`src/rtl/stt_pkg.sv`:
```
// Shared types and constants for the transposition table.
// Used by the front end, the back end, the top level and the testbench; it depends on nothing else.
package stt_pkg;

    localparam logic [1:0] FuncStore  = 2'd0;
    localparam logic [1:0] FuncProbe  = 2'd1;
    localparam logic [1:0] FuncQprobe = 2'd2;
    localparam logic [1:0] FuncClear  = 2'd3;

    localparam logic [1:0] KindNone  = 2'd0;
    localparam logic [1:0] KindExact = 2'd1;
    localparam logic [1:0] KindUpper = 2'd2;
    localparam logic [1:0] KindLower = 2'd3;

    localparam int MateEdge = 256;

    localparam int unsigned MidAw = 1;
    localparam int unsigned OutAw = 2;

    typedef struct packed {
        logic [1:0]         func;
        logic [63:0]        key;
        logic [7:0]         depth;
        logic [7:0]         ply;
        logic signed [15:0] score;
        logic [1:0]         kind;
        logic [31:0]        move;
        logic signed [15:0] alpha;
        logic signed [15:0] beta;
    } t_item;

    typedef struct packed {
        logic [63:0]        key;
        logic [7:0]         depth;
        logic signed [15:0] score;
        logic [1:0]         kind;
        logic [31:0]        move;
    } t_entry;

    typedef struct packed {
        logic signed [15:0] score;
        logic               hit;
        logic [31:0]        move;
    } t_result;

endpackage

```
`src/rtl/stt_front.sv`:
```
// Front end: registers each accepted beat and applies the mate adjustment to stored scores.
// Depends on stt_pkg; feeds the queue in front of the back end.
module stt_front #(
    parameter int MATE_SCORE = 30000
) (
    input  logic            i_clk,
    input  logic            i_rst_n,
    input  logic            i_push,
    input  stt_pkg::t_item  i_item,
    output logic            o_full,
    input  logic            i_busy,
    output logic            o_vld,
    output stt_pkg::t_item  o_item,
    input  logic            i_mid_full
);

    localparam logic signed [16:0] MateHi = 17'(MATE_SCORE - stt_pkg::MateEdge);
    localparam logic signed [16:0] MateLo = -MateHi;
    localparam logic signed [16:0] ScoreMax = 17'sd32767;
    localparam logic signed [16:0] ScoreMin = -17'sd32768;

    logic           r_vld;
    stt_pkg::t_item r_item;
    stt_pkg::t_item n_item;
    logic signed [16:0] s_wide;
    logic signed [16:0] s_up;
    logic signed [16:0] s_dn;
    logic           accept;

    assign o_full = (r_vld && i_mid_full) || i_busy;
    assign accept = i_push && !o_full;
    assign o_vld  = r_vld;
    assign o_item = r_item;

    always_comb begin
        s_wide = {i_item.score[15], i_item.score};
        s_up   = s_wide + $signed({9'd0, i_item.ply});
        s_dn   = s_wide - $signed({9'd0, i_item.ply});
        n_item = i_item;
        if (i_item.func == stt_pkg::FuncStore) begin
            if (s_wide >= MateHi) begin
                n_item.score = (s_up > ScoreMax) ? 16'sd32767 : s_up[15:0];
            end else if (s_wide <= MateLo) begin
                n_item.score = (s_dn < ScoreMin) ? -16'sd32768 : s_dn[15:0];
            end
        end
    end

    always_ff @(posedge i_clk) begin
        if (!i_rst_n) begin
            r_vld <= 1'b0;
        end else if (accept) begin
            r_vld <= 1'b1;
        end else if (!i_mid_full) begin
            r_vld <= 1'b0;
        end
    end

    always_ff @(posedge i_clk) begin
        if (accept) begin
            r_item <= n_item;
        end
    end

endmodule

```
`config.mk`:
```
export PLATFORM = sky130hd
export DESIGN_NAME = stt_front
export DESIGN_NICKNAME = d
export VERILOG_FILES = /design/src/rtl/stt_pkg.sv /design/src/rtl/stt_front.sv
export SDC_FILE = /design/constraint.sdc
export NUM_CORES = 1
export LEC_CHECK = 0
export BUFFER_PORTS_ARGS = -buffer_cell sky130_fd_sc_hd__buf_4
export CORE_AREA = 2 2 129 131
export DETAILED_ROUTE_END_ITERATION = 16
export DIE_AREA = 0 0 131 133
export GPL_TIMING_DRIVEN = 0
export PLACE_DENSITY = 0.72
export SLEW_MARGIN = 30
export SYNTH_ARGS = -nofsm -noshare
export SYNTH_HDL_FRONTEND = slang
export SYNTH_SLANG_ARGS = --single-unit
```
`constraint.sdc`:
```
create_clock -name i_clk -period 18.2 [get_ports i_clk]
set_input_delay 5.46 -clock i_clk [delete_from_list [all_inputs] [get_ports i_clk]]
set_output_delay 5.46 -clock i_clk [all_outputs]
set_load 0.005 [all_outputs]
```
# --- Word level (Yosys, flattened, before mapping) ---
# Index checks and enable logic that the tools add are counted.
word_totals:
  wordCells: 29
  ff_bits: 165
  out_inout_bits: 166
  in_bits: 169
classes:
  n_reduce_logical: 5
  add_sub_neg: 2
  mux: 7
  n_eq_ne: 1
  magnitude_cmp: 4
op_table:
  columns: ["operator", "n"]
  rows:
  - ["$mux 16", 5]
  - ["$add 16x9->17", 1]
  - ["$gt 17x16->1 const B", 1]
  - ["$lt 17x16->1 const B", 1]
  - ["$sub 16x9->17", 1]
  - ["$ge 16x16->1 const B", 1]
  - ["$le 16x16->1 const B", 1]
  - ["$logic_and 1x1->1", 2]
  - ["$logic_not 2->1", 1]
  - ["$mux 1", 2]
  - ["$ne 2x1->1 const B", 1]
  - ["$logic_not 1->1", 1]
  - ["$logic_or 1x1->1", 1]

# --- Longest topological paths before layout ---
# Gate-level depths: netlist of the first run.
depth:
  depth_word: 6
  depth_mapped: 11
  ltp_nobuf: 11

# --- Least setup slack after synthesis of the first run ---
# No wires, ideal clock.
synth_path:
  kind: "in2out"
  from: "input i_mid_full"
  to: "output o_full"
  slack_ns: 7.081
  arrival_time_ns: 5.659
  cell_stages: 2
  required_time_ns: 12.740
  path_buffers: 0
  cell_sequence: "a21oi_1 -> inv_1"
synth_between:
  elab_chain_len: 2
synth_lines:
  columns: ["item", "line", "rtl"]
  rows:
  - ["from (decl)", "stt_front.sv:14", "input logic i_mid_full"]
  - ["$logic_and 1x1->1", "stt_front.sv:30", "assign o_full = (r_vld && i_mid_full) || i_busy;"]
  - ["$logic_or 1x1->1", "stt_front.sv:30", null]
  - ["to (decl)", "stt_front.sv:10", "output logic o_full,"]
# No other way between the ends.

# --- Final worst setup path of the first run ---
# Ends and elaborated chain as after synthesis.

==> results of run 1 <==
[power groups by stage]
stage | sequential [mW] | clock [mW] | combinational, mW
final | 0.443 | 0.335 | 0.104
after global routing | 0.444 | 0.357 | 0.113
after CTS | 0.443 | 0.344 | 0.105
after detailed placement | 0.451 | 0 | 0.104
after global placement | 0.454 | 0 | 0.100
after floorplan | 0.455 | 0 | 0.0349
[synth_stat cells (3+ instances only)]
master / n / share of area
edfxtp_1: 164 / 0.76
nor2_1: 23 / 0.013
a21oi_1: 21 / 0.016
nand2_1: 18 / 0.010
inv_1: 17 / 0.0099
ha_1: 16 / 0.031
nand3_1: 10 / 0.0078
a211oi_1: 8 / 0.0093
buf_2: 7 / 0.0054
nor2b_1: 6 / 0.0058
o21ai_0: 6 / 0.0047
nand2b_1: 5 / 0.0048
nor3_1: 5 / 0.0039
xnor2_1: 5 / 0.0068
nor4_1: 4 / 0.0039
and3_1: 3 / 0.0029
clkbuf_1: 3 / 0.0017
nand4_1: 3 / 0.0029
nor4b_1: 3 / 0.0041
o21a_1: 3 / 0.0035
o21bai_1: 3 / 0.0035
[per-layer routing]
layer | part of all wire | global-route usage | up-vias
met2 | 0.51 | 0.378 | 239
met5 | 0 | 0 | -
met1 | 0.33 | 0.219 | 2276
met3 | 0.12 | 0.102 | 51
li1 | - | - | 2210
met4 | 0.040 | 0.104 | 0
[kinds of logic after synthesis]
group                    synth area share
multiplexers                      0.00155
XOR/XNOR                          0.00950
AND/OR/NAND/NOR                    0.0803
buffers and inverters              0.0206
flip-flops                          0.766
AO/OA/AOI/OAI                      0.0845
adder cells (fa/ha/maj)            0.0372
[flip-flops by register name (all words and copies together) (netlist names)]
signal,count
o_vld,1
o_item,164
[cell type report]
cell class,instances,area [sq um]
plain buffers,13,68.8
well taps,220,275
clock inverters,14,128
flip-flops and latches,165,4940
fillers,1266,6340
clock buffers,17,425
multi-input cells,194,1380
repair buffers,334,2550
inverters,17,63.8
[how the worst min path moves through the flow]
stage | startpoint | endpoint | slack (ns)
after CTS | o_vld | o_vld | 0.55
after detailed placement | o_vld | o_vld | 0.54
after global placement | o_vld | o_vld | 0.54
after global routing | o_vld | o_vld | 0.58
after floorplan | o_vld | o_vld | 0.52
final | o_vld | o_vld | 0.54
[critical path: stages]
cell and delay [ns]:
buf_4 0.11, a21oi_1 0.21, inv_1 0.06, buf_4 0.13
[per-stage QoR]
stage               power, mW  std cells  instance area (sq um)   util
floorplan               0.490        389                   6450      -
global placement        0.554        940                   9210  0.570
detailed placement      0.555        943                   9280  0.574
CTS                     0.892        974                   9840  0.608
global route            0.913        974                   9840  0.608
finish                  0.882        974                   9840  0.608
==> flow_summary.ini, run 1 <==
[clock_tree]
cts.path.max_buffers = 2
clock_latency_ns = 0.42
cts_setup_buffers = 0
htree_levels = 4
clock_sink_count = 165
cts-root-buf = clkbuf_16
cts-resized-gates = 0
cts_hold_buf = 0
clk_pin_slew_ns = 0.06
tritoncts = done
cts_made_buffers = 17

[sta]
fin_crit_ns = 11.43
clock.fmax_ghz = 0.0875
slew_headroom = 0.659
hold_violations = 0
fin_skew_ns = 0.00571
min_period_over_period = 0.628
fin_ws_ns = 6.77
setup_viol_count_final = 0
fin_tns_setup_ns = 0
whs_ns = 0.544
drv_slew = 0
rsz0062_at_grt = false
worst_slew_pin_slew_ns = 0.507

[setup_path]
arrival_ns = 5.97
end_kind = output port
critPathKind = input pin to output port
critPathCapture = o_full
cp-start-kind = input pin
r2r_start = o_vld
cp.required_ns = 12.74
regToRegSetupSlack_ns = 16.00
worst-path-max-fanout = 2
reg2regPathDepth = 5
crit_start = i_mid_full
worstReg2RegEnd = o_item[42]

[synth]
ys_seq_area_frac = 0.766
synthArstFlopShare = 0
synth_ff_type = edfxtp_1
syn_area_sq_um = 6450
syn_inst = 389
synth_seq_cells = 165
synth_area_per_cell_sq_um = 16.6
syn-num-nets = 576
synthDistinctLibCells = 63
synth-edff-count = 164
ys.warnings.count = 0

[grt]
grt_pass1_vias = 4938
antenna_found_initial = 0
grt_pass1_wl_mm = 27.8
track_usage = 0.219
grt_overflow_total = 0
grt_max_degree = 55

[power_and_ir_drop]
p_seq_frac = 0.502
power_density_nw_per_um2 = 89.7
pwr-share-comb = 0.118
internal_power_mw = 0.684
clkPwrFrac = 0.380
ir_drop_mv = 0.0657
switching_power_mw = 0.198
swShare = 0.225
p_leak_nw = 4.03

[placement]
routabilityCongestion = 0.883
pre_cts_ws_ns = 6.78
place_hpwl_mm = 15.6
port_buffers = 331

[die]
floorplan.rows = 47
die_w_um = 131
ios = 335
initial_core_util = 0.399
core_sq_um = 16200
die_area_sq_um = 17400
die-height_um = 133

[layout]
syn2layout_area_growth_pct = 52.4
n_antenna_cell = 0
drive_gt1_frac = 0.523
mostFrequentLayoutCells = 332 x buf_4, 164 x edfxtp_1, 23 x nor2_1, 21 x a21oi_1, 18 x nand2_1
layout_commonest_cell = buf_4
final_nets = 929

[detailed_routing]
first_pass_iters = 4
num_vias = 4776
ant_nets = 0
routedWlPerCell_um = 20.1
first_iter_violations = 292
drc_errors = 0
wl_mm = 19.6
viasPerCell = 4.90

[outcome]
status = finished clean

[hold_path]
holdPathStages = 2
hp-class = flip-flop to flip-flop

[run]
cap_violations = 0
No activity file was read; power rests on OpenSTA's default activity.
==> run 2: changes to the inputs <==
--- a/config.mk
+++ b/config.mk
@@ -10,7 +10,7 @@
 export DETAILED_ROUTE_END_ITERATION = 16
 export DIE_AREA = 0 0 131 133
 export GPL_TIMING_DRIVEN = 0
-export PLACE_DENSITY = 0.72
+export PLACE_DENSITY = 0.74
 export SLEW_MARGIN = 30
 export SYNTH_ARGS = -nofsm -noshare
 export SYNTH_HDL_FRONTEND = slang
==> constraint.sdc (replaced) <==
create_clock -name i_clk -period 9.8 [get_ports i_clk]
set_input_delay 2.94 -clock i_clk [delete_from_list [all_inputs] [get_ports i_clk]]
set_output_delay 2.94 -clock i_clk [all_outputs]
set_load 0.005 [all_outputs]
==> flow_summary.ini, run 2 (synthesis gave the netlist of run 1 again) <==
[detailed_routing]
ant_nets = 0
first_pass_iters = 6
drc_errors = 0
wl_mm = 20.5
routedWlPerCell_um = 21.0
first_iter_violations = 357
viasPerCell = 4.96
num_vias = 4843

[run]
cap_violations = 0

[placement]
place_hpwl_mm = 16.1
port_buffers = 331
place_inst = 944
routabilityCongestion = 0.863

[setup_path]
end_kind = output port
crit_start = i_mid_full
critPathKind = input pin to output port
arrival_ns = 3.42
r2r_start = o_vld
worstReg2RegEnd = o_item[54]
reg2regPathDepth = 5
cp-start-kind = input pin
worst-path-max-fanout = 2
cp.required_ns = 6.86
slowest_stage = a21oi_1
regToRegSetupSlack_ns = 7.83
crit_path_frequent_cell = buf_4
crit_chain = buf_4 > a21oi_1 > inv_1 > buf_4
cp_slowest_stage_delay_ns = 0.18

[outcome]
status = finished clean

[layout]
layout_commonest_cell = buf_4
instances_no_fill = 976
seq_area_sq_um = 4940
num-fill-cells = 1260
final_nets = 930
mostFrequentLayoutCells = 332 x buf_4, 164 x edfxtp_1, 23 x nor2_1, 21 x a21oi_1, 18 x nand2_1
multi_input_area_sq_um = 1380
n_antenna_cell = 0
drive_gt1_frac = 0.524
largest_reg_flops = 164
syn2layout_area_growth_pct = 52.9

[sta]
clock.fmax_ghz = 0.157
rsz0062_at_grt = false
fin_crit_ns = 6.36
hold_violations = 0
drv_slew = 0
setup_viol_count_final = 0
whs_ns = 0.570
slew_headroom = 0.683
fin_tns_setup_ns = 0
min_period_over_period = 0.649
worst_slew_pin_slew_ns = 0.468
fin_skew_ns = 0.00989

[grt]
grt_pass1_vias = 4914
grt_overflow_total = 0
grt_pass1_wl_mm = 29.2
antenna_found_initial = 0
track_usage = 0.230
grt_max_degree = 44

[clock_tree]
clock_sink_count = 165
htree_levels = 4
tritoncts = done
cts-root-buf = clkbuf_16
cts-resized-gates = 0
cts_hold_buf = 0
clock_latency_ns = 0.41
cts_setup_buffers = 0
clk_pin_slew_ns = 0.06
cts.path.max_buffers = 2
cts_made_buffers = 17

[die]
floorplan.rows = 47
die_area_sq_um = 17400
die_w_um = 131
core_sq_um = 16200
die-height_um = 133
ios = 335
initial_core_util = 0.399

[hold_path]
hp-class = flip-flop to flip-flop
whs_endpoint = o_vld
worstHoldStart = o_vld
holdPathStages = 2

[power_and_ir_drop]
power_density_nw_per_um2 = 168
p_leak_nw = 4.05
ir_drop_mv = 0.111
## run 2: cell types whose count changed in the layout (fill, tap and decap cells not counted), sizes merged
cell / delta
inv: +2
clkbuf: +1
clkinvlp: -2
buf: +1
## run 2: through the flow
step                power, mW  setup slack (ns)  utilization  area, sq um
finish                   1.66              3.44        0.610         9870
global route             1.72              3.39        0.610         9870
CTS                      1.67              3.45        0.610         9870
detailed placement       1.03              3.45        0.575         9300
global placement         1.03              1.01        0.570         9210
floorplan               0.911              2.35            -         6450
## run 2: final cells by class
cell class | instances | share of cell area
plain buffers | 13 | 0.00697
clock buffers | 18 | 0.0435
inverters | 17 | 0.00647
multi-input cells | 194 | 0.140
flip-flops and latches | 165 | 0.501
well taps | 220 | 0.0279
repair buffers | 335 | 0.260
clock inverters | 14 | 0.0146
## run 2: worst max path at each step
stage,end,slack (ns),depth (start not counted)
after floorplan,o_item[0],2.35,2
after global routing,o_full,3.39,4
after detailed placement,o_full,3.45,4
after CTS,o_full,3.45,4
after global placement,o_item[149],1.01,3
final,o_full,3.44,4
## run 2: metal layers
layer	up-vias	GRT usage	wire (um)
met5	-	0.00588	0
met4	0	0.122	938
met3	44	0.0877	1980
met2	250	0.377	10300
met1	2338	0.256	7270
li1	2211	-	-
## run 2: critical path, delay by kind of cell
family / cells / cell delay (ns)
AO/OA/AOI/OAI: 1 / 0.18
buffers and inverters: 3 / 0.29
## run 2: report_power, final
part / leakage [nW] / internal (mW) / total [mW] / switching [mW]
combinational: 2.23 / 0.105 / 0.196 / 0.0906
sequential: 1.54 / 0.814 / 0.823 / 0.00917
clock: 0.279 / 0.358 / 0.640 / 0.282
