**src/rtl/stt_fifo.sv**
```systemverilog
// Small first-in first-out queue of register entries.
// Generic in width and depth; it depends on no package.
module stt_fifo #(
    parameter int unsigned W  = 8,
    parameter int unsigned AW = 1
) (
    input  logic          i_clk,
    input  logic          i_rst_n,
    input  logic          i_push,
    input  logic [W-1:0]  i_data,
    output logic          o_full,
    input  logic          i_pop,
    output logic [W-1:0]  o_data,
    output logic          o_empty,
    output logic [AW:0]   o_count
);

    localparam int unsigned Depth = 2 ** AW;

    logic [W-1:0] r_mem [Depth];
    logic [AW-1:0] r_wp, n_wp;
    logic [AW-1:0] r_rp, n_rp;
    logic [AW:0]   r_cnt, n_cnt;
    logic          do_push;
    logic          do_pop;

    assign o_full  = (r_cnt == (AW + 1)'(Depth));
    assign o_empty = (r_cnt == '0);
    assign o_count = r_cnt;
    assign o_data  = r_mem[r_rp];
    assign do_push = i_push && !o_full;
    assign do_pop  = i_pop && !o_empty;

    always_comb begin
        n_wp  = do_push ? r_wp + 1'b1 : r_wp;
        n_rp  = do_pop ? r_rp + 1'b1 : r_rp;
        n_cnt = r_cnt + (AW + 1)'(do_push) - (AW + 1)'(do_pop);
    end

    always_ff @(posedge i_clk) begin
        if (!i_rst_n) begin
            r_wp  <= '0;
            r_rp  <= '0;
            r_cnt <= '0;
        end else begin
            r_wp  <= n_wp;
            r_rp  <= n_rp;
            r_cnt <= n_cnt;
        end
    end

    always_ff @(posedge i_clk) begin
        if (do_push) begin
            r_mem[r_wp] <= i_data;
        end
    end

endmodule

```
**config.mk**
```make
export PLATFORM = sky130hd
export DESIGN_NAME = stt_fifo
export DESIGN_NICKNAME = d
export VERILOG_FILES = /design/src/rtl/stt_fifo.sv
export SDC_FILE = /design/constraint.sdc
export NUM_CORES = 1
export LEC_CHECK = 0
export BUFFER_PORTS_ARGS = -buffer_cell sky130_fd_sc_hd__buf_2
export CORE_ASPECT_RATIO = 0.5
export CORE_UTILIZATION = 30
export CTS_CLUSTER_DIAMETER = 40
export DETAILED_ROUTE_END_ITERATION = 10
export PLACE_DENSITY_LB_ADDON = 0.2
export SYNTH_ARGS = -nofsm -noshare
export SYNTH_HDL_FRONTEND = slang
export SYNTH_SLANG_ARGS = --single-unit
```
**constraint.sdc**
```tcl
create_clock -name i_clk -period 4 [get_ports i_clk]
set_input_delay 0.8 -clock i_clk [delete_from_list [all_inputs] [get_ports i_clk]]
set_output_delay 0.8 -clock i_clk [all_outputs]
set_load 0.01 [all_outputs]
```
* After elaboration in Yosys (flattened, before gate mapping)
Memory sizes are Yosys's and may differ from the RTL's. A register that Yosys moved wholly into a read port is not among the register bits.
Index checks and enable logic that the tools add are counted.
** Storage, ports and cells
- Output and inout bits :: 12
- Flip-flop bits (word level) :: 4
- Logic and storage cells :: 18
- Bits of input ports :: 12
- Memories :: 1
- Bits in writable memories :: 16
** Cells by class
- $add $sub $neg :: 4
- Reduce and logical (&&, ||, !) cells :: 5
- Mux-type cells :: 4
- Equality and inequality tests :: 1
** Memory list
- r_mem :: depth 2, width 8, rd ports 1, clocked after memory_dff 1, write ports 1, line 20 : logic [W-1:0] r_mem [Depth];
** Operator list (count)
- 1-bit 2-to-1 mux :: 4
- 1-bit adder (second input constant) :: 2
- 2-bit by 1-bit adder with 2-bit output :: 1
- 2-bit equality test (second input constant) :: 1
- 1-bit logical AND :: 2
- 1-bit zero test :: 2
- 2-bit zero test :: 1
- 2-bit by 1-bit subtractor with 2-bit output :: 1

* Depth between registers and ports, before layout
Gate-level depths: netlist of run 1.
- Word-level depth :: 5
- Mapped depth :: 8
- Depth with buffers taken out :: 8

* Worst setup path before layout of run 1
No wires, ideal clock.
- Kind :: input to register
- Start :: in i_pop
- End :: reg r_cnt[1] (netlist: o_count[1])
- Setup time :: 78 ps
- Path slack :: 2125 ps
- Data arrival time :: 1798 ps
- Required time :: 3922 ps
- Cell stages on the path :: 7
- Buffers on the path :: 0
- Path through :: o21a_2 > ha_1 > inv_1 > ha_1 > xor2_1 > and2_2 > nor3_1
** Between the ends
- Word-level cells in the longest chain between the ends :: 2
** RTL lines
- start: declaration :: line 12 : input logic i_pop,
- 1-bit logical AND :: line 32 : assign do_pop = i_pop && !o_empty;
- 2-bit by 1-bit subtractor with 2-bit output :: line 37 : n_cnt = r_cnt + (AW + 1)'(do_push) - (AW + 1)'(do_pop);
- end signal: assignment :: line 48 : r_cnt <= n_cnt;
- end: declaration :: line 23 : logic [AW:0] r_cnt, n_cnt;
No other way between the ends.
A chain may end at the register's enable or synchronous reset.

==> results of run 1 <==
-- worst paths after layout --
check | from | to | cells past startpoint
worst max-delay path | register | o_data[6] | 2
worst min-delay path | r_wp$_SDFFE_PN0N_ | r_wp$_SDFFE_PN0N_ | 2
worst max register to register | o_count[0]$_SDFF_PN0_ | o_count[1]$_SDFF_PN0_ | 8
worst min register to register | r_wp$_SDFFE_PN0N_ | r_wp$_SDFFE_PN0N_ | 2
-- report_power, final --
group	leakage, nW	switching [mW]	internal [mW]	total [mW]
clock	0.0217	0.0659	0.0703	0.136
combinational	0.210	0.0940	0.0978	0.192
sequential	0.191	0.0331	0.285	0.318
-- worst min-delay path, delay by kind of cell (launching register included) --
kind	cells	cell delay, ns
simple gates	1	0.06
mux	1	0.05
flops	1	0.33
-- synthesized netlist by cell type --
master and instances:
buf_2 1, inv_1 3, and2_1 1, mux2_2 8, nor2_1 5, xor2_1 1, and3_1 1, xnor2_1 1
nand2_1 2, mux2i_1 1, o21a_2 1, edfxtp_1 16, nor3_1 1, dfxtp_1 5, ha_1 2, nand2b_1 2
and2_2 1
-- cells by family after synthesis --
family,share of synthesized area [%]
AND/OR/NAND/NOR,7.86
XOR/XNOR,2.16
adder cells (fa/ha/maj),3.08
flip-flops,71.5
AO/OA/AOI/OAI,1.08
multiplexers,12.3
buffers and inverters,2.00
-- through the flow --
step | utilization, % | instances
finish | 42.5 | 113
global route | 42.5 | 113
CTS | 42.5 | 113
detailed placement | 40.5 | 109
global placement | 40.5 | 109
floorplan | - | 52
-- area by class of cell --
cell class                      instances  area, um2  area share, %
Multi-Input combinational cell         27        215           21.2
Sequential cell                        21        581           57.2
Timing Repair Buffer                   23        115           11.3
Inverter                                3       11.3           1.11
Clock buffer                            3       41.3           4.07
Clock inverter                          1       7.51          0.740
Tap cell                               35       43.8           4.32
-- registers in the layout, indices dropped and copies added, names as in the netlist, named ones only --
signal	cells
r_rp	1
r_mem	16
o_count	2
r_wp	1
-- per-layer routing --
layer | vias to the layer above | share of wire [%]
li1 | 235 | -
met1 | 214 | 40
met2 | 14 | 51
met3 | 5 | 5.8
met4 | 0 | 3.5
met5 | - | 0
==> results.cfg, run 1 <==
[clock_network]
numCtsBuffers = 3
clock_path_buffers = 2
cts-hold-fix-buffers = 0
root_buffer = clkbuf_8
cts_setup_buffers = 0
cts_resized = 0
cts_tree = done
h-tree-depth = 1
cts_sinks = 21
clock_latency_ns = 0.26
path_clk_slew_ns = 0.08

[critical_path]
critPathRequiredTime_ns = 3.20
critical_path.top_delay_family = flip-flops
critPathLaunchType = register
crit_type = register to output port
path_cells = mux2_2 -> buf_2
crit_buf_inv = 1
critPathArrivalTime_ns = 1.33
cp_max_fo = 8
r2r_slack_ns = 2.26
endpoint_kind = output port
slowest_delay_ns = 0.55
slowest_stage = dfxtp_1

[finish]
final_common_cell = buf_2
final_nets = 93
final_cell_mix = 23 x buf_2, 16 x edfxtp_1, 8 x mux2_2, 5 x nor2_1, 5 x dfxtp_1
antenna_cells = 0
layout-drive-gt1-share_pct = 47.4
area_growth_syn_to_layout_pct = 25.0
nFillCells = 237
design_area_mm2 = 0.00101

[yosys]
synth_area_um2 = 812
synth.area.top_cells = edfxtp_1 59%, dfxtp_1 12%, mux2_2 11%
ys_seq_elements = 21
synth_top_area_share_pct = 59.2
seq_area_frac_synth_pct = 71.5
syn_nets = 66
yosys.area.top_type = edfxtp_1
yosys.cell_types.count = 17
postSynthCellCount = 52
syn-mean-instance-area_um2 = 15.6
yosys_warnings = 0

[global_routing]
grt_busiest_layer = met2
grt_max_degree = 14
grt_pass1_wl_mm = 1.95
grt_overflow = 0
gr-usage-met3_pct = 4.69
antenna_found_initial = 0
grt_use_total_pct = 10.3
grt.met1_usage_pct = 9.24
grt_pass1_vias = 453
grt_util_met2_pct = 18.5

[floorplan]
die_w_um = 75.6
die_h_um = 38.8
start_util_pct = 34.0
ios = 24
die_area_mm2 = 0.00293
num_rows = 12
core_area_mm2 = 0.00239

[job]
drv_cap = 0

[drt]
drt-pass1-iter-count = 3
detail-route-antenna-nets = 0
wirelength_mm = 1.25
via_per_inst = 4.14
drt_iter0_markers = 12
num_vias = 468
drc_errors = 0
wl_per_cell_um = 11.1

[sta]
finalWorstSetupSlack_ns = 1.87
final.period_utilization_pct = 53.3
fin_crit_ns = 2.13
whs_ns = 0.487
slew_violations = 0
hold_viol_final = 0
max_freq_mhz = 469
slew_headroom_pct = 55.8
totalNegativeSetupSlack_ns = 0
timing.clock.skew_ns = 0.00691
rsz0062_at_grt = no
setup_viol = 0
worst_pin_slew_ns = 0.660

[power_and_ir_drop]
pwr_density_cell_mw_per_mm2 = 637
peakVddDrop_v = 0.000270
p_leak_nw = 0.423
finalPower_mw = 0.646

[status]
status = finished clean

[place]
port_buffers = 23
gp_congestion = 0.601
place_area_um2 = 966
preCtsSetupSlack_ns = 1.94
dpl.hpwl_um = 927

[worst_hold_path]
min_path_type = register to register
Note: power is estimated with default switching activity, not from simulation.
==> run 2, diff against run 1 <==
==> constraint.sdc (replaced) <==
create_clock -name i_clk -period 2.15 [get_ports i_clk]
set_input_delay 0.43 -clock i_clk [delete_from_list [all_inputs] [get_ports i_clk]]
set_output_delay 0.43 -clock i_clk [all_outputs]
set_load 0.01 [all_outputs]
==> results.cfg, run 2 (synthesized netlist as in run 1, its figures left out) <==
[status]
status = finished clean

[clock_network]
cts_tree = done
numCtsBuffers = 3
cts_sinks = 21
h-tree-depth = 1
clock_latency_ns = 0.25
cts-hold-fix-buffers = 0
root_buffer = clkbuf_8
path_clk_slew_ns = 0.07
cts_resized = 0
cts_setup_buffers = 0
clock_path_buffers = 2

[floorplan]
num_rows = 12
core_area_mm2 = 0.00239
die_area_mm2 = 0.00293
start_util_pct = 34.0
die_h_um = 38.8
die_w_um = 75.6
ios = 24

[global_routing]
grt_pass1_wl_mm = 1.84
grt_overflow = 0
grt_max_degree = 12
grt_use_total_pct = 9.82
antenna_found_initial = 0
grt_pass1_vias = 469

[finish]
antenna_cells = 0
layout-drive-gt1-share_pct = 46.8
largest_reg_flops = 16
final_common_cell = buf_2
final_nets = 94
nFillCells = 236
largest_register = r_mem
area_growth_syn_to_layout_pct = 25.4
final_cell_mix = 23 x buf_2, 16 x edfxtp_1, 8 x mux2_2, 5 x nor2_1, 5 x dfxtp_1

[power_and_ir_drop]
p_leak_nw = 0.429
pwr_density_cell_mw_per_mm2 = 1180
peakVddDrop_v = 0.000398
finalPower_mw = 1.20

[worst_hold_path]
min_from = i_data[7]
min_path_type = input pin to register

[critical_path]
critPathRequiredTime_ns = 1.72
critPathLaunchType = register
crit_type = register to output port
path_cells = mux2_2 -> buf_2
crit_buf_inv = 1
critPathArrivalTime_ns = 1.29
critical_path.top_delay_family = flip-flops
endpoint_kind = output port
slowest_delay_ns = 0.52
cp_max_fo = 8
slowest_stage = dfxtp_1
reg2reg_from = o_count[0]$_SDFF_PN0_

[place]
port_buffers = 23
gp_congestion = 0.625
dpl.hpwl_um = 928

[drt]
drt-pass1-iter-count = 4
met2_length_um = 642
highest_layer = met4
drt_iter0_markers = 6
wl_per_cell_um = 10.9
via_per_inst = 4.25
wl_met1_um = 505
wirelength_mm = 1.25
dr_wl_met3_um = 85
num_vias = 484
drc_errors = 0
detail-route-antenna-nets = 0

[sta]
hold_viol_final = 0
final.period_utilization_pct = 79.9
worst_pin_slew_ns = 0.384
rsz0062_at_grt = no
max_freq_mhz = 582
slew_headroom_pct = 74.4
setup_viol = 0
slew_violations = 0
fin_crit_ns = 1.72
totalNegativeSetupSlack_ns = 0
timing.clock.skew_ns = 0.00235

[job]
drv_cap = 0
run 2: changes by cell type in the layout (fill, tap and decap cells not counted):
cell,before,now
clkinvlp_4,1,0
clkbuf_1,0,1
buf_4,0,1
run 2: path summary, 6_finish.rpt:
check / cells after the start / end / slack [ns]
worst max-delay path: 2 / o_data[4] / 0.43
worst min register to register: 2 / r_wp$_SDFFE_PN0N_ / 0.49
worst max register to register: 8 / o_count[1]$_SDFF_PN0_ / 0.45
worst min-delay path: 1 / r_mem[0][7]$_DFFE_PP_ / 0.36
run 2: through the flow:
stage               hold WS [ns]  area, um2  worst slack (ns)  std cells  util [%]
CTS                        0.353       1020             0.391        114      42.7
global placement           0.466        973             0.507        110      40.8
floorplan                  0.455        812             0.525         52         -
global route               0.346       1020             0.341        114      42.7
finish                     0.363       1020             0.431        114      42.7
detailed placement         0.488        973             0.442        110      40.8
run 2: area by class of cell:
type	instances	area, um2	share of cell area (%)
flip-flops and latches	21	581	57.0
multi-input cells	27	215	21.1
repair buffers	24	123	12.0
clock buffers	4	45.0	4.42
well taps	35	43.8	4.30
inverters	3	11.3	1.11
run 2: power by group:
part	internal, mW	total, mW	switching [mW]
registers	0.530	0.588	0.0573
logic	0.189	0.368	0.179
clock network	0.132	0.246	0.115
total	0.851	1.20	0.351
run 2: layer usage:
layer,track usage [%],up-vias
li1,-,236
met1,7.94,231
met2,19.2,15
met3,6.25,2
met4,4.17,0
met5,0,-
==> run 3, diff against run 2 <==
==> constraint.sdc (replaced) <==
create_clock -name i_clk -period 1.6 [get_ports i_clk]
set_input_delay 0.32 -clock i_clk [delete_from_list [all_inputs] [get_ports i_clk]]
set_output_delay 0.32 -clock i_clk [all_outputs]
set_load 0.01 [all_outputs]
==> results.cfg, run 3 (synthesized netlist as in run 1, its figures left out) <==
[critical_path]
crit_path_start = o_count[1]$_SDFF_PN0_
critPathRequiredTime_ns = 1.75
worstReg2RegEnd = o_count[1]$_SDFF_PN0_
r2r_slack_ns = 0.05
critPathArrivalTime_ns = 1.70
crit_type = register to register
reg2reg_from = o_count[1]$_SDFF_PN0_
endpoint_kind = register
critPathLaunchType = register
worstRegToRegCells = 7
endpoint = o_count[1]$_SDFF_PN0_
cp_max_fo = 3

[clock_network]
h-tree-depth = 1
root_buffer = clkbuf_8
cts_tree = done
numCtsBuffers = 3
clock_latency_ns = 0.26
cts-hold-fix-buffers = 0
path_clk_slew_ns = 0.07
clock_path_buffers = 2
cts_sinks = 21

[finish]
area_growth_syn_to_layout_pct = 34.1
final_cell_mix = 23 x buf_2, 16 x edfxtp_1, 8 x mux2_2, 5 x nor2_1, 5 x buf_4
final_nets = 98
largest_register = r_mem
final_common_cell = buf_2
fin_util_pct = 45.6
seqCellArea_um2 = 587
largest_reg_flops = 16
antenna_cells = 0
multi_input_area_um2 = 248
layout-drive-gt1-share_pct = 60.2
nFillCells = 229

[place]
gp_congestion = 0.654
preCtsSetupSlack_ns = 0.00214
dpl.hpwl_um = 984
port_buffers = 23

[sta]
max_freq_mhz = 646
whs_ns = 0.248
hold_viol_final = 0
timing.clock.skew_ns = 0.00147
setup_viol = 0
fin_crit_ns = 1.55
worst_pin_slew_ns = 0.360
finalWorstSetupSlack_ns = 0.0517
slew_headroom_pct = 76.0
final.period_utilization_pct = 96.8
slew_violations = 0

[drt]
num_vias = 476
detail-route-antenna-nets = 0
wl_per_cell_um = 12.1
via_per_inst = 4.03
drc_errors = 0
drt-pass1-iter-count = 2
wirelength_mm = 1.42
drt_iter0_markers = 11

[global_routing]
grt_pass1_wl_mm = 2.04
grt_use_total_pct = 10.5
grt_overflow = 0
antenna_found_initial = 0
gr-usage-met3_pct = 3.91
grt_busiest_layer = met2
grt_util_met2_pct = 20.8
grt_pass1_vias = 470
grt_max_degree = 13
grt.met1_usage_pct = 9.77

[job]
drv_cap = 0

[power_and_ir_drop]
pwr_density_cell_mw_per_mm2 = 1620
peakVddDrop_v = 0.000811
p_leak_nw = 0.456

[status]
status = finished clean

[floorplan]
start_util_pct = 34.0
die_w_um = 75.6
core_area_mm2 = 0.00239
ios = 24
die_area_mm2 = 0.00293
die_h_um = 38.8
num_rows = 12

[worst_hold_path]
min_path_type = input pin to register
[run 3: cell types whose count changed in the layout (fill, tap and decap cells not counted), sizes merged]
| cell | change |
|---|---|
| buf | +4 |
| clkbuf | -1 |
| clkinv | +1 |
[run 3: per-stage QoR]
step | std cells | cell area [um2] | setup TNS (ns) | power (mW)
after floorplan | 52 | 813 | 0 | 1.12
after global placement | 112 | 990 | 0 | 1.32
after detailed placement | 112 | 990 | 0 | 1.34
after CTS | 117 | 1070 | 0 | 1.74
after global routing | 118 | 1090 | -0.000116 | 1.87
final | 118 | 1090 | 0 | 1.76
[run 3: layout make-up]
| type | instances | area share (%) |
|---|---|---|
| multi-input combinational | 27 | 22.8 |
| inverter | 3 | 1.03 |
| clock buffer | 3 | 3.79 |
| clock inverter | 1 | 0.460 |
| sequential | 21 | 53.9 |
| tap | 35 | 4.02 |
| timing repair buffer | 28 | 14.0 |
[run 3: where the power goes]
group | switching (mW) | internal [mW]
combinational | 0.283 | 0.335
sequential | 0.0804 | 0.725
clock | 0.168 | 0.173
total | 0.531 | 1.23
[run 3: what timing repair did]
item                                    4_1_cts  5_1_grt
resized for setup                             6        4
endpoints found under the setup margin        9        1
pin swaps                                     0        2
buffers inserted                              1        1
hold endpoints to repair                      0        0
[run 3: worst max-delay path, cell delays in order (launching register included)]
cell     delay [ns]
dfxtp_4        0.36
o21a_4         0.20
ha_1           0.28
inv_1          0.06
ha_2           0.18
xor2_2         0.16
and2_4         0.16
nor3_2         0.03
[run 3: metal layers]
| layer | share of wire [%] | vias to the layer above |
|---|---|---|
| met3 | 4.5 | 2 |
| met4 | 1.5 | 0 |
| met1 | 42 | 218 |
| met2 | 52 | 13 |
| met5 | 0 | - |
| li1 | - | 243 |
[run 3: worst min-delay path by stage]
stage / from / end / slack, ns / depth (start not counted)
after floorplan: i_data[0] / r_mem[0][0]$_DFFE_PP_ / 0.42 / 0
after global placement: r_wp$_SDFFE_PN0N_ / r_wp$_SDFFE_PN0N_ / 0.47 / 2
after detailed placement: r_wp$_SDFFE_PN0N_ / r_wp$_SDFFE_PN0N_ / 0.48 / 2
after CTS: i_data[6] / r_mem[0][6]$_DFFE_PP_ / 0.24 / 1
after global routing: i_data[0] / r_mem[1][0]$_DFFE_PP_ / 0.24 / 1
final: i_data[5] / r_mem[0][5]$_DFFE_PP_ / 0.25 / 1
